**src/hw/rtl/mbe_pkg.sv**
```systemverilog
// Package for the Mandelbrot escape-time counter.
// Holds fixed-point widths, register codes, reset values and saturation helpers.
// No dependencies.
package mbe_pkg;

	localparam int unsigned FRAC_BITS = 28;
	localparam int unsigned MAX_DIM = 4096;

	localparam int unsigned WORD_W = 32;
	localparam int unsigned PROD_W = 2 * WORD_W;
	localparam int unsigned PIX_W = 12;
	localparam int unsigned CNT_W = 24;
	localparam int unsigned ADDR_W = 5;
	localparam int unsigned IDX_W = 3;

	localparam int unsigned SQ_W = PROD_W - 1 - FRAC_BITS;
	localparam int unsigned CMP_W = (SQ_W + 1 > FRAC_BITS + 3) ? SQ_W + 1 : FRAC_BITS + 3;
	localparam int unsigned ACC_W = PROD_W + 2;

	localparam logic [CMP_W-1:0] FOUR = {{(CMP_W-1){1'b0}}, 1'b1} << (FRAC_BITS + 2);

	localparam logic [IDX_W-1:0] REG_X_ORIGIN = 3'd0;
	localparam logic [IDX_W-1:0] REG_X_STEP = 3'd1;
	localparam logic [IDX_W-1:0] REG_Y_ORIGIN = 3'd2;
	localparam logic [IDX_W-1:0] REG_Y_STEP = 3'd3;
	localparam logic [IDX_W-1:0] REG_MAX_ITER = 3'd4;

	localparam logic [WORD_W-1:0] RST_X_ORIGIN = 32'hE000_0000;
	localparam logic [WORD_W-1:0] RST_X_STEP = 32'h0004_0000;
	localparam logic [WORD_W-1:0] RST_Y_ORIGIN = 32'hF000_0000;
	localparam logic [WORD_W-1:0] RST_Y_STEP = 32'h0004_0000;
	localparam logic [CNT_W-1:0] RST_MAX_ITER = 24'd10000;

	function automatic logic signed [ACC_W-1:0] ext_word(input logic signed [WORD_W-1:0] v);
		return {{(ACC_W-WORD_W){v[WORD_W-1]}}, v};
	endfunction

	function automatic logic signed [ACC_W-1:0] ext_prod(input logic signed [PROD_W-1:0] v);
		return {{(ACC_W-PROD_W){v[PROD_W-1]}}, v};
	endfunction

	function automatic logic signed [ACC_W-1:0] ext_sq(input logic [SQ_W-1:0] v);
		return signed'({{(ACC_W-SQ_W){1'b0}}, v});
	endfunction

	// Clamps a wide signed value to the signed word range.
	function automatic logic signed [WORD_W-1:0] sat_word(input logic signed [ACC_W-1:0] v);
		logic signed [WORD_W-1:0] r;
		if (&v[ACC_W-1:WORD_W-1] || ~|v[ACC_W-1:WORD_W-1]) begin
			r = v[WORD_W-1:0];
		end else if (v[ACC_W-1]) begin
			r = {1'b1, {(WORD_W-1){1'b0}}};
		end else begin
			r = {1'b0, {(WORD_W-1){1'b1}}};
		end
		return r;
	endfunction

endpackage

```
**src/hw/rtl/mandelbrot_escape_counter.sv**
```systemverilog
// Top level of the Mandelbrot escape-time counter: register file, sequencer
// and one shared 32x32 signed multiplier. Depends on mbe_pkg.
//
// Channel   | Handshake                       | Payload
// ----------+---------------------------------+----------------------------------------
// config    | psel/penable/pwrite, pready = 1 | paddr, pwdata, prdata
// pixel in  | start while busy is low         | pixel_column, pixel_row, last_pixel
// result    | done, one cycle                 | escape_count, out_column, out_row, last
//
// After acceptance an item passes the wrap, cx multiply, cy multiply and load states,
// then the x*y, x*x, y*y and check states once per update, and ends in done.
// The single multiplier serves the cx and cy products, x*y, x*x and y*y in turn.
// Busy stays high from acceptance through the done cycle.
// Reset restores the register defaults and returns the sequencer to idle.
// The result cannot be stalled; done is high for exactly one cycle.
module mandelbrot_escape_counter
	import mbe_pkg::*;
(
	input  logic                    clk,
	input  logic                    arst_n,
	input  logic                    psel,
	input  logic                    penable,
	input  logic                    pwrite,
	input  logic [ADDR_W-1:0]       paddr,
	input  logic [WORD_W-1:0]       pwdata,
	output logic [WORD_W-1:0]       prdata,
	output logic                    pready,
	input  logic                    start,
	output logic                    busy,
	input  logic [PIX_W-1:0]        pixel_column,
	input  logic [PIX_W-1:0]        pixel_row,
	input  logic                    last_pixel,
	output logic                    done,
	output logic [CNT_W-1:0]        escape_count,
	output logic [PIX_W-1:0]        out_column,
	output logic [PIX_W-1:0]        out_row,
	output logic                    last
);

	localparam logic [3:0] ST_IDLE   = 4'd0;
	localparam logic [3:0] ST_WRAP   = 4'd1;
	localparam logic [3:0] ST_MUL_CX = 4'd2;
	localparam logic [3:0] ST_MUL_CY = 4'd3;
	localparam logic [3:0] ST_LOAD   = 4'd4;
	localparam logic [3:0] ST_IT_XY  = 4'd5;
	localparam logic [3:0] ST_IT_XX  = 4'd6;
	localparam logic [3:0] ST_IT_YY  = 4'd7;
	localparam logic [3:0] ST_IT_CHK = 4'd8;
	localparam logic [3:0] ST_DONE   = 4'd9;

	logic [3:0] state_q;

	logic signed [WORD_W-1:0] x_origin_q;
	logic signed [WORD_W-1:0] x_step_q;
	logic signed [WORD_W-1:0] y_origin_q;
	logic signed [WORD_W-1:0] y_step_q;
	logic [CNT_W-1:0]         max_iter_q;

	logic [PIX_W-1:0] col_q;
	logic [PIX_W-1:0] row_q;
	logic             last_q;
	logic [PIX_W-1:0] colw_q;
	logic [PIX_W-1:0] roww_q;

	logic signed [WORD_W-1:0] cx_q;
	logic signed [WORD_W-1:0] cy_q;
	logic signed [WORD_W-1:0] x_q;
	logic signed [WORD_W-1:0] y_q;
	logic [SQ_W-1:0]          xx_q;
	logic [SQ_W-1:0]          yy_q;
	logic [CNT_W-1:0]         count_q;
	logic signed [PROD_W-1:0] prod_q;

	logic signed [WORD_W-1:0] mul_a;
	logic signed [WORD_W-1:0] mul_b;
	logic signed [PROD_W-1:0] prod;
	logic signed [PROD_W-1:0] xy2;
	logic signed [PROD_W-1:0] sq_full;
	logic [SQ_W-1:0]          sq_new;
	logic signed [WORD_W-1:0] cx_next;
	logic signed [WORD_W-1:0] cy_next;
	logic signed [WORD_W-1:0] nx;
	logic signed [WORD_W-1:0] ny;
	logic [CMP_W-1:0]         mag;
	logic [CNT_W-1:0]         count_inc;
	logic                     escaped;
	logic                     at_limit;
	logic                     col_big;
	logic                     row_big;
	logic                     cfg_wr;
	logic [IDX_W-1:0]         cfg_idx;

	assign pready = 1'b1;
	assign cfg_wr = psel && penable && pwrite;
	assign cfg_idx = paddr[ADDR_W-1:2];

	always_comb begin
		unique case (cfg_idx)
			REG_X_ORIGIN: prdata = x_origin_q;
			REG_X_STEP:   prdata = x_step_q;
			REG_Y_ORIGIN: prdata = y_origin_q;
			REG_Y_STEP:   prdata = y_step_q;
			REG_MAX_ITER: prdata = {{(WORD_W-CNT_W){1'b0}}, max_iter_q};
			default:      prdata = '0;
		endcase
	end

	always_comb begin
		unique case (state_q)
			ST_MUL_CX: begin
				mul_a = signed'({{(WORD_W-PIX_W){1'b0}}, colw_q});
				mul_b = x_step_q;
			end
			ST_MUL_CY: begin
				mul_a = signed'({{(WORD_W-PIX_W){1'b0}}, roww_q});
				mul_b = y_step_q;
			end
			ST_IT_XY: begin
				mul_a = x_q;
				mul_b = y_q;
			end
			ST_IT_XX: begin
				mul_a = x_q;
				mul_b = x_q;
			end
			ST_IT_YY: begin
				mul_a = y_q;
				mul_b = y_q;
			end
			default: begin
				mul_a = '0;
				mul_b = '0;
			end
		endcase
	end

	assign prod = mul_a * mul_b;

	assign cx_next = sat_word(ext_word(x_origin_q) + ext_prod(prod_q));
	assign cy_next = sat_word(ext_word(y_origin_q) + ext_prod(prod_q));
	assign nx = sat_word(ext_sq(xx_q) - ext_sq(yy_q) + ext_word(cx_q));
	assign xy2 = prod_q >>> (FRAC_BITS - 1);
	assign ny = sat_word(ext_prod(xy2) + ext_word(cy_q));
	assign sq_full = prod_q >>> FRAC_BITS;
	assign sq_new = sq_full[SQ_W-1:0];
	assign mag = CMP_W'(xx_q) + CMP_W'(sq_new);
	assign count_inc = count_q + 1'b1;
	assign escaped = mag >= FOUR;
	assign at_limit = count_inc >= max_iter_q;
	assign col_big = {{(WORD_W-PIX_W){1'b0}}, colw_q} >= WORD_W'(MAX_DIM);
	assign row_big = {{(WORD_W-PIX_W){1'b0}}, roww_q} >= WORD_W'(MAX_DIM);

	always_ff @(posedge clk or negedge arst_n) begin
		if (!arst_n) begin
			state_q <= ST_IDLE;
			x_origin_q <= RST_X_ORIGIN;
			x_step_q <= RST_X_STEP;
			y_origin_q <= RST_Y_ORIGIN;
			y_step_q <= RST_Y_STEP;
			max_iter_q <= RST_MAX_ITER;
		end else begin
			if (cfg_wr) begin
				unique case (cfg_idx)
					REG_X_ORIGIN: x_origin_q <= pwdata;
					REG_X_STEP:   x_step_q <= pwdata;
					REG_Y_ORIGIN: y_origin_q <= pwdata;
					REG_Y_STEP:   y_step_q <= pwdata;
					REG_MAX_ITER: max_iter_q <= pwdata[CNT_W-1:0];
					default:      ;
				endcase
			end
			unique case (state_q)
				ST_IDLE: begin
					if (start) state_q <= ST_WRAP;
				end
				ST_WRAP: begin
					if (!col_big && !row_big) state_q <= ST_MUL_CX;
				end
				ST_MUL_CX: state_q <= ST_MUL_CY;
				ST_MUL_CY: state_q <= ST_LOAD;
				ST_LOAD: begin
					state_q <= (max_iter_q == '0) ? ST_DONE : ST_IT_XY;
				end
				ST_IT_XY:  state_q <= ST_IT_XX;
				ST_IT_XX:  state_q <= ST_IT_YY;
				ST_IT_YY:  state_q <= ST_IT_CHK;
				ST_IT_CHK: begin
					state_q <= (escaped || at_limit) ? ST_DONE : ST_IT_XY;
				end
				ST_DONE:   state_q <= ST_IDLE;
				default:   state_q <= ST_IDLE;
			endcase
		end
	end

	always_ff @(posedge clk) begin
		prod_q <= prod;
		unique case (state_q)
			ST_IDLE: begin
				if (start) begin
					col_q <= pixel_column;
					row_q <= pixel_row;
					last_q <= last_pixel;
					colw_q <= pixel_column;
					roww_q <= pixel_row;
				end
			end
			ST_WRAP: begin
				if (col_big) colw_q <= colw_q - PIX_W'(MAX_DIM);
				if (row_big) roww_q <= roww_q - PIX_W'(MAX_DIM);
			end
			ST_MUL_CY: cx_q <= cx_next;
			ST_LOAD: begin
				cy_q <= cy_next;
				x_q <= '0;
				y_q <= '0;
				xx_q <= '0;
				yy_q <= '0;
				count_q <= '0;
			end
			ST_IT_XY:  x_q <= nx;
			ST_IT_XX:  y_q <= ny;
			ST_IT_YY:  xx_q <= sq_new;
			ST_IT_CHK: begin
				yy_q <= sq_new;
				count_q <= count_inc;
			end
			default: ;
		endcase
	end

	assign busy = state_q != ST_IDLE;
	assign done = state_q == ST_DONE;
	assign escape_count = count_q;
	assign out_column = col_q;
	assign out_row = row_q;
	assign last = last_q;

	ap_done_single: assert property (@(posedge clk) disable iff (!arst_n)
		done |=> !done && !busy)
		else $error("Result strobe lasted more than one cycle.");

	ap_accept_busy: assert property (@(posedge clk) disable iff (!arst_n)
		start && !busy |=> busy && !done)
		else $error("Accepted item did not raise busy.");

	ap_done_busy: assert property (@(posedge clk) disable iff (!arst_n)
		done |-> busy)
		else $error("Result strobe outside a busy period.");

	ap_count_limit: assert property (@(posedge clk) disable iff (!arst_n)
		done |-> escape_count <= max_iter_q)
		else $error("Escape count exceeds the iteration limit.");

	ap_zero_count: assert property (@(posedge clk) disable iff (!arst_n)
		done && escape_count == '0 |-> max_iter_q == '0)
		else $error("Zero escape count with a nonzero limit.");

endmodule
```
**config.mk**
```make
export PLATFORM = sky130hd
export DESIGN_NAME = mandelbrot_escape_counter
export DESIGN_NICKNAME = d
export VERILOG_FILES = /design/src/hw/rtl/mbe_pkg.sv /design/src/hw/rtl/mandelbrot_escape_counter.sv
export SDC_FILE = /design/constraint.sdc
export NUM_CORES = 2
export LEC_CHECK = 0
export BUFFER_PORTS_ARGS = -buffer_cell sky130_fd_sc_hd__buf_2
export CORE_MARGIN = 5
export CORE_UTILIZATION = 55
export DETAILED_ROUTE_END_ITERATION = 12
export GPL_TIMING_DRIVEN = 0
export PLACE_DENSITY = 0.71
export SETUP_SLACK_MARGIN = 0.15
export SYNTH_ARGS = -nofsm -noshare
export SYNTH_HDL_FRONTEND = slang
export SYNTH_SLANG_ARGS = --single-unit
export TNS_END_PERCENT = 5
```
**constraint.sdc**
```tcl
create_clock -name clk -period 11.96 [get_ports clk]
set_input_delay 2.392 -clock clk [delete_from_list [all_inputs] [get_ports clk]]
set_output_delay 2.392 -clock clk [all_outputs]
set_load 0.01 [all_outputs]
```
-- Word level (Yosys, flattened, before mapping)
Cells that the tools add are included.
- flip-flop bits (word level): 467
- input bits: 68
- output and inout port bits: 84
- $add $sub $neg: 7
- multiply operators: 1
- $lt $le $gt $ge: 2
- equal/unequal tests: 14
- muxes and demuxes: 20
- reductions and logical operators: 35
- operators with widths (operator ; number):
    $mux W32 ; 8
    $pmux W32 S4 ; 2
    $pmux W32 S5 ; 1
    $pmux W35 S2 ; 2
    $reduce_and A35 Y1 ; 4
    $reduce_or A35 Y1 ; 4
    $add A32 B64 Y65 ; 2
    $pmux W32 S2 ; 2
    $mul A32 B32 Y64 ; 1
    $pmux W24 S2 ; 1
    $add A37 B32 Y38 ; 1
    $add A36 B32 Y37 ; 1
    $add A35 B35 Y36 ; 1
    $ge A36 B31 Y1 const B ; 1
    $pmux W4 S9 ; 1
    $sub A35 B35 Y36 ; 1
    $add A24 B1 Y24 const B ; 1
    $ge A24 B24 Y1 ; 1
    $logic_not A24 Y1 ; 1
    $eq A4 B3 Y1 const B ; 4
    $mux W4 ; 3
    $reduce_and A2 Y1 ; 6
    $eq A4 B2 Y1 const B ; 2
    $eq A4 B4 Y1 const B ; 2
    other kinds (13) ; 26

-- Logic depth before layout (Yosys ltp)
- depth after elaboration: 7
- gate-level depth with buffers: 40
- gate-level depth less buffers: 35

-- Worst setup path before layout
OpenSTA, ideal clock, no wires.
- path kind: reg2reg
- start: register state_q[3]
- end: register prod_q[63]
- arrival: 10.462 ns
- data required time: 11.888 ns
- setup slack: 1.425 ns
- cell stages (with the launch flop): 34
- path buffers: 5
- clock period less this slack: 10.535 ns
- path through: dfrtp_1 clkbuf_1 nor2_1 and2_1 clkbuf_1 clkbuf_1 clkbuf_1 a22oi_1 nand2_1 clkbuf_1 nand2_1 fa_1 fa_1 fa_1 fa_1 inv_1 fa_1 fa_1 fa_1 fa_1 ha_1 a21o_1 a21o_1 a221oi_1 o21ai_0 nor4_1 o2111ai_1 a31o_2 a21oi_1 o21ai_0 a311oi_1 o21ai_0 a21oi_1 xnor2_1
- word-level cells in the longest chain between the ends: 4
- RTL lines (element ; line ; RTL):
    start: declaration ; mandelbrot_escape_counter.sv:51 ; logic [3:0] state_q;
    start signal: assignment ; mandelbrot_escape_counter.sv:182 ; state_q <= (max_iter_q == '0) ? ST_DONE : ST_IT_XY;
    start signal: assignment ; mandelbrot_escape_counter.sv:188 ; state_q <= (escaped || at_limit) ? ST_DONE : ST_IT_XY;
    $eq A4 B3 Y1 ; mandelbrot_escape_counter.sv:109 ; unique case (state_q)
    $reduce_or A2 Y1 (no source line) ; -- ;
    $pmux W32 S4 ; mandelbrot_escape_counter.sv:109 ;
    $mul A32 B32 Y64 (*) ; mandelbrot_escape_counter.sv:137 ; assign prod = mul_a * mul_b;
    named net prod[63] ; mandelbrot_escape_counter.sv:76 ; logic signed [PROD_W-1:0] prod;
    end signal: assignment ; mandelbrot_escape_counter.sv:197 ; prod_q <= prod;
    end: declaration ; mandelbrot_escape_counter.sv:72 ; logic signed [PROD_W-1:0] prod_q;
Mark *: on every way through the listed nets, which the timed path passes. The rest lies on a longest branch.
A chain may end at the register's enable or synchronous reset.

-- Worst setup path after layout
- start: register state_q[1]
- end: register prod_q[57]
Same word-level chain as after synthesis.

==> reports/results.md <==
- measured slew at the worst slew-check pin: 1630 ps
- DRC viols: 0
- GRT Total Usage: 39.9%
- number of clock buffers inserted by TritonCTS: 47
- Starting Density: 55.5%
- area added between synthesis and finish: 7.64%
- Avg Cell Area, Syn: 9.28 um2
- NumNets Final: 9368
- result of the run: finished, violations left
- CTS tree: built
- prevailing post-synth register cell: sky130_fd_sc_hd__edfxtp_1
- count of routing violations after the opening detailed-route iteration: 6953
- last weighted congestion value of the routability-driven placer: 1.07
- Pre-antenna DRT Iters: 8
- pin count of the biggest net entering global routing: 89
- cell types with the largest area share after synthesis: sky130_fd_sc_hd__fa_1 (31%), sky130_fd_sc_hd__edfxtp_1 (11%), sky130_fd_sc_hd__ha_1 (8.6%), sky130_fd_sc_hd__inv_1 (6.0%), sky130_fd_sc_hd__dfrtp_1 (5.1%)
- cell type with the largest total area after synthesis: sky130_fd_sc_hd__fa_1
- post-synth cell types: 93
- f_max: 0.0851 GHz
- type of element capturing the critical path: register
- instance count of the mapped netlist: 7516
- WS Path Type: reg2reg
- Total Die Area: 0.134 mm2
- Worst EP arrival: 12300 ps
- sequential element share of the synthesized area: 18.1%
- I/O pin count: 152
- flip-flop and latch count after synthesis: 467
- number of global-route vias before repair: 58800
- number of buffers added on ports: 147
- violations in the final reports: capacitance limit, slew limit
- residual overflow from global routing: 0
- Final min period: 11750 ps
- Synth top area share: 31.2%
- clock latency of the later-clocked register in the worst-skew pair: 650 ps
- Max Cap Viol: 2
- maximum root-to-sink buffer count: 3
- Sink Count: 467
- Via Count: 59400
- critical path's slowest cell: sky130_fd_sc_hd__a21oi_1
- fin. max-slew vios: 13
- number of nets with antenna violations after detailed routing: 0
- detailed placement HPWL: 227 mm
- post-synth net total: 9152
- number of cell rows: 130
- start of the worst register-to-register path: state_q[1]
- setup repair after global routing missed its margin: yes
- Total Wirelength: 271 mm
- setup slack on the worst flop-to-flop path: 210 ps
- maximum fanout count along the critical path: 10
- count of flip-flops with a built-in enable after synthesis: 247
- Req. time, crit path: 12510 ps
- Avg WL per Cell: 28.8 um
- Hold Crit Depth: 1
- wire length of the first global-routing pass: 392 mm
- CP dominant cell by count: sky130_fd_sc_hd__fa_1
- proportion of layout cells with a drive suffix above 1: 8.39%
- Clock transition at path regs: 70 ps
- Die Span X: 366 um
- Hold Vio Cnt, Final: 0
- via density per instance: 6.30
- total of endpoints with negative setup slack in the final report: 0
- initial antenna violation count: 8
- CTS HTree Levels: 2
- source of the worst hold timing path: x_origin_q[11]
- Critical Path Source Type: register
- buffer type at the clock tree root: sky130_fd_sc_hd__clkbuf_16
- worst reg2reg path endpoint: prod_q[57]
- Yosys warning total: 0
- Hold WC Path Type: reg2reg
- die boundary height: 366 um
- peak per-stage delay on the critical path: 850 ps
- setup slack after layout: 211 ps
- number of cells traversed by the worst register-to-register path: 31
- Cell Area, Synth: 0.0697 mm2
- core area: 0.126 mm2
- worst clock skew on the final layout: 63.3 ps
- max_slew headroom: -10.1%
- Hold Path End: x_origin_q[11]
- share of the clock period used by the worst path: 98.2%
- pre-CTS worst setup slack: -2040 ps
- fraction of registers with async set or reset after synthesis: 33.4%
-- sequential cells by signal, summed over array words and instances, names as in the netlist, 32 cells and up --
signal and cells:
cx_q 32, cy_q 32, prod_q 64, x_origin_q 32
x_q 32, x_step_q 32, xx_q 35, y_origin_q 32
y_q 32, y_step_q 32, yy_q 35
-- worst max path at each step --
stage / depth (start not counted) / start / slack, ps / endpoint
floorplan: 33 / state_q[3] / 1430 / prod_q[63]
CTS: 35 / state_q[3] / 60 / prod_q[63]
global route: 35 / state_q[0] / 110 / prod_q[57]
finish: 31 / state_q[1] / 210 / prod_q[57]
global placement: 35 / state_q[3] / -3760 / prod_q[63]
detailed placement: 35 / state_q[0] / -2040 / prod_q[63]
-- worst max-delay path: cells and delay by family, from the launching register on --
family,cells,cell delay (ps)
simple gates,4,990
compound gates,11,3730
fa+ha+maj,9,4410
xor+xnor,1,160
flops,1,580
buf+inv,6,1740
-- layout make-up --
cell class,count,area (um2)
Antenna cell,9,22.5
Multi-Input combinational cell,5612,52000
Tap cell,1650,2060
Clock inverter,33,390
Sequential cell,467,12600
Clock buffer,55,1300
Fill cell,11100,50700
Inverter,1107,4160
Buffer,330,1440
Timing Repair Buffer,167,1020
-- repair_timing --
item	in CTS	in global routing
pin swaps	1	5
setup buffers	0	6
hold buffers	0	0
endpoints found under the setup margin	33	10
gates resized for setup	98	128
cloned	0	0
-- cells in the mapped netlist, types with 29 or more instances --
cell type and count:
sky130_fd_sc_hd__a211oi_1 29, sky130_fd_sc_hd__a21o_1 228, sky130_fd_sc_hd__a21oi_1 357, sky130_fd_sc_hd__a22oi_1 108, sky130_fd_sc_hd__a31oi_1 31, sky130_fd_sc_hd__and2_1 148
sky130_fd_sc_hd__and3_1 52, sky130_fd_sc_hd__clkbuf_1 300, sky130_fd_sc_hd__dfrtp_1 142, sky130_fd_sc_hd__dfxtp_1 64, sky130_fd_sc_hd__edfxtp_1 247, sky130_fd_sc_hd__fa_1 1088
sky130_fd_sc_hd__ha_1 480, sky130_fd_sc_hd__inv_1 1106, sky130_fd_sc_hd__mux2_2 181, sky130_fd_sc_hd__nand2_1 820, sky130_fd_sc_hd__nand2b_1 64, sky130_fd_sc_hd__nand3_1 74
sky130_fd_sc_hd__nand3b_1 30, sky130_fd_sc_hd__nand4_1 65, sky130_fd_sc_hd__nor2_1 712, sky130_fd_sc_hd__nor2b_1 48, sky130_fd_sc_hd__nor3_1 53, sky130_fd_sc_hd__nor4_1 29
sky130_fd_sc_hd__o21a_1 45, sky130_fd_sc_hd__o21ai_0 193, sky130_fd_sc_hd__o21bai_1 44, sky130_fd_sc_hd__o221ai_1 33, sky130_fd_sc_hd__o22ai_1 29, sky130_fd_sc_hd__o311a_1 32
sky130_fd_sc_hd__or3_1 45, sky130_fd_sc_hd__xnor2_1 187, sky130_fd_sc_hd__xor2_1 116
-- per-layer routing --
metal,routed length [um],track usage [%],vias to the layer above
li1,-,-,25200
met1,102000,53.0,29600
met2,110000,56.8,3647
met3,36800,13.1,858
met4,22500,24.1,4
met5,27,0,-
-- layout by cell type, fill, tap and decap left out, drive strengths merged, types with 45 or more instances in the layout --
master	Yosys	layout
dfrtp	142	142
a21o	228	228
nor3	53	53
xor2	116	116
nand3	74	74
and3	52	52
o21ai	204	204
edfxtp	247	247
nand4	65	65
ha	480	480
and2	152	152
or3	45	45
clkbuf	300	352
fa	1088	1088
mux2	181	181
a21oi	357	357
nand2b	64	64
a22oi	108	108
nor2b	48	48
inv	1106	1114
o21bai	45	45
nor2	712	712
buf	30	196
dfxtp	64	64
nand2	820	820
xnor2	187	187
o21a	45	45
-- per-stage QoR --
| stage | TNS [ps] | util, % | hold slack (ps) | cells | cell area (um2) |
|---|---|---|---|---|---|
| 6_report | 0 | 59.7 | 547 | 9430 | 75100 |
| 4_1_cts | 0 | 59.5 | 543 | 9414 | 74800 |
| 2_1_floorplan | 0 | - | 497 | 7516 | 69700 |
| 3_5_place_dp | -26110 | 57.9 | 526 | 9326 | 72800 |
| 5_1_grt | 0 | 59.7 | 566 | 9421 | 75000 |
| 3_3_place_gp | -90650 | 57.7 | 510 | 9313 | 72500 |
-- cell families (layout without fill, tap and decap cells) --
logic type / Yosys count / count (layout) / share of synthesized area (%)
DFF: 467 / 467 / 18.1
other: 1 / 10 / 0.00538
adders and majority gates: 1568 / 1568 / 39.9
muxes: 197 / 197 / 3.30
and+or+nand+nor: 2204 / 2204 / 14.3
xor gates and xnor gates: 303 / 303 / 3.81
buffers and inverters: 1437 / 1692 / 7.80
AOI/OAI and AO/OA: 1339 / 1339 / 12.9
Power is not shown: default switching activity piles up to over one toggle a cycle in this logic, so the estimate is an artifact.
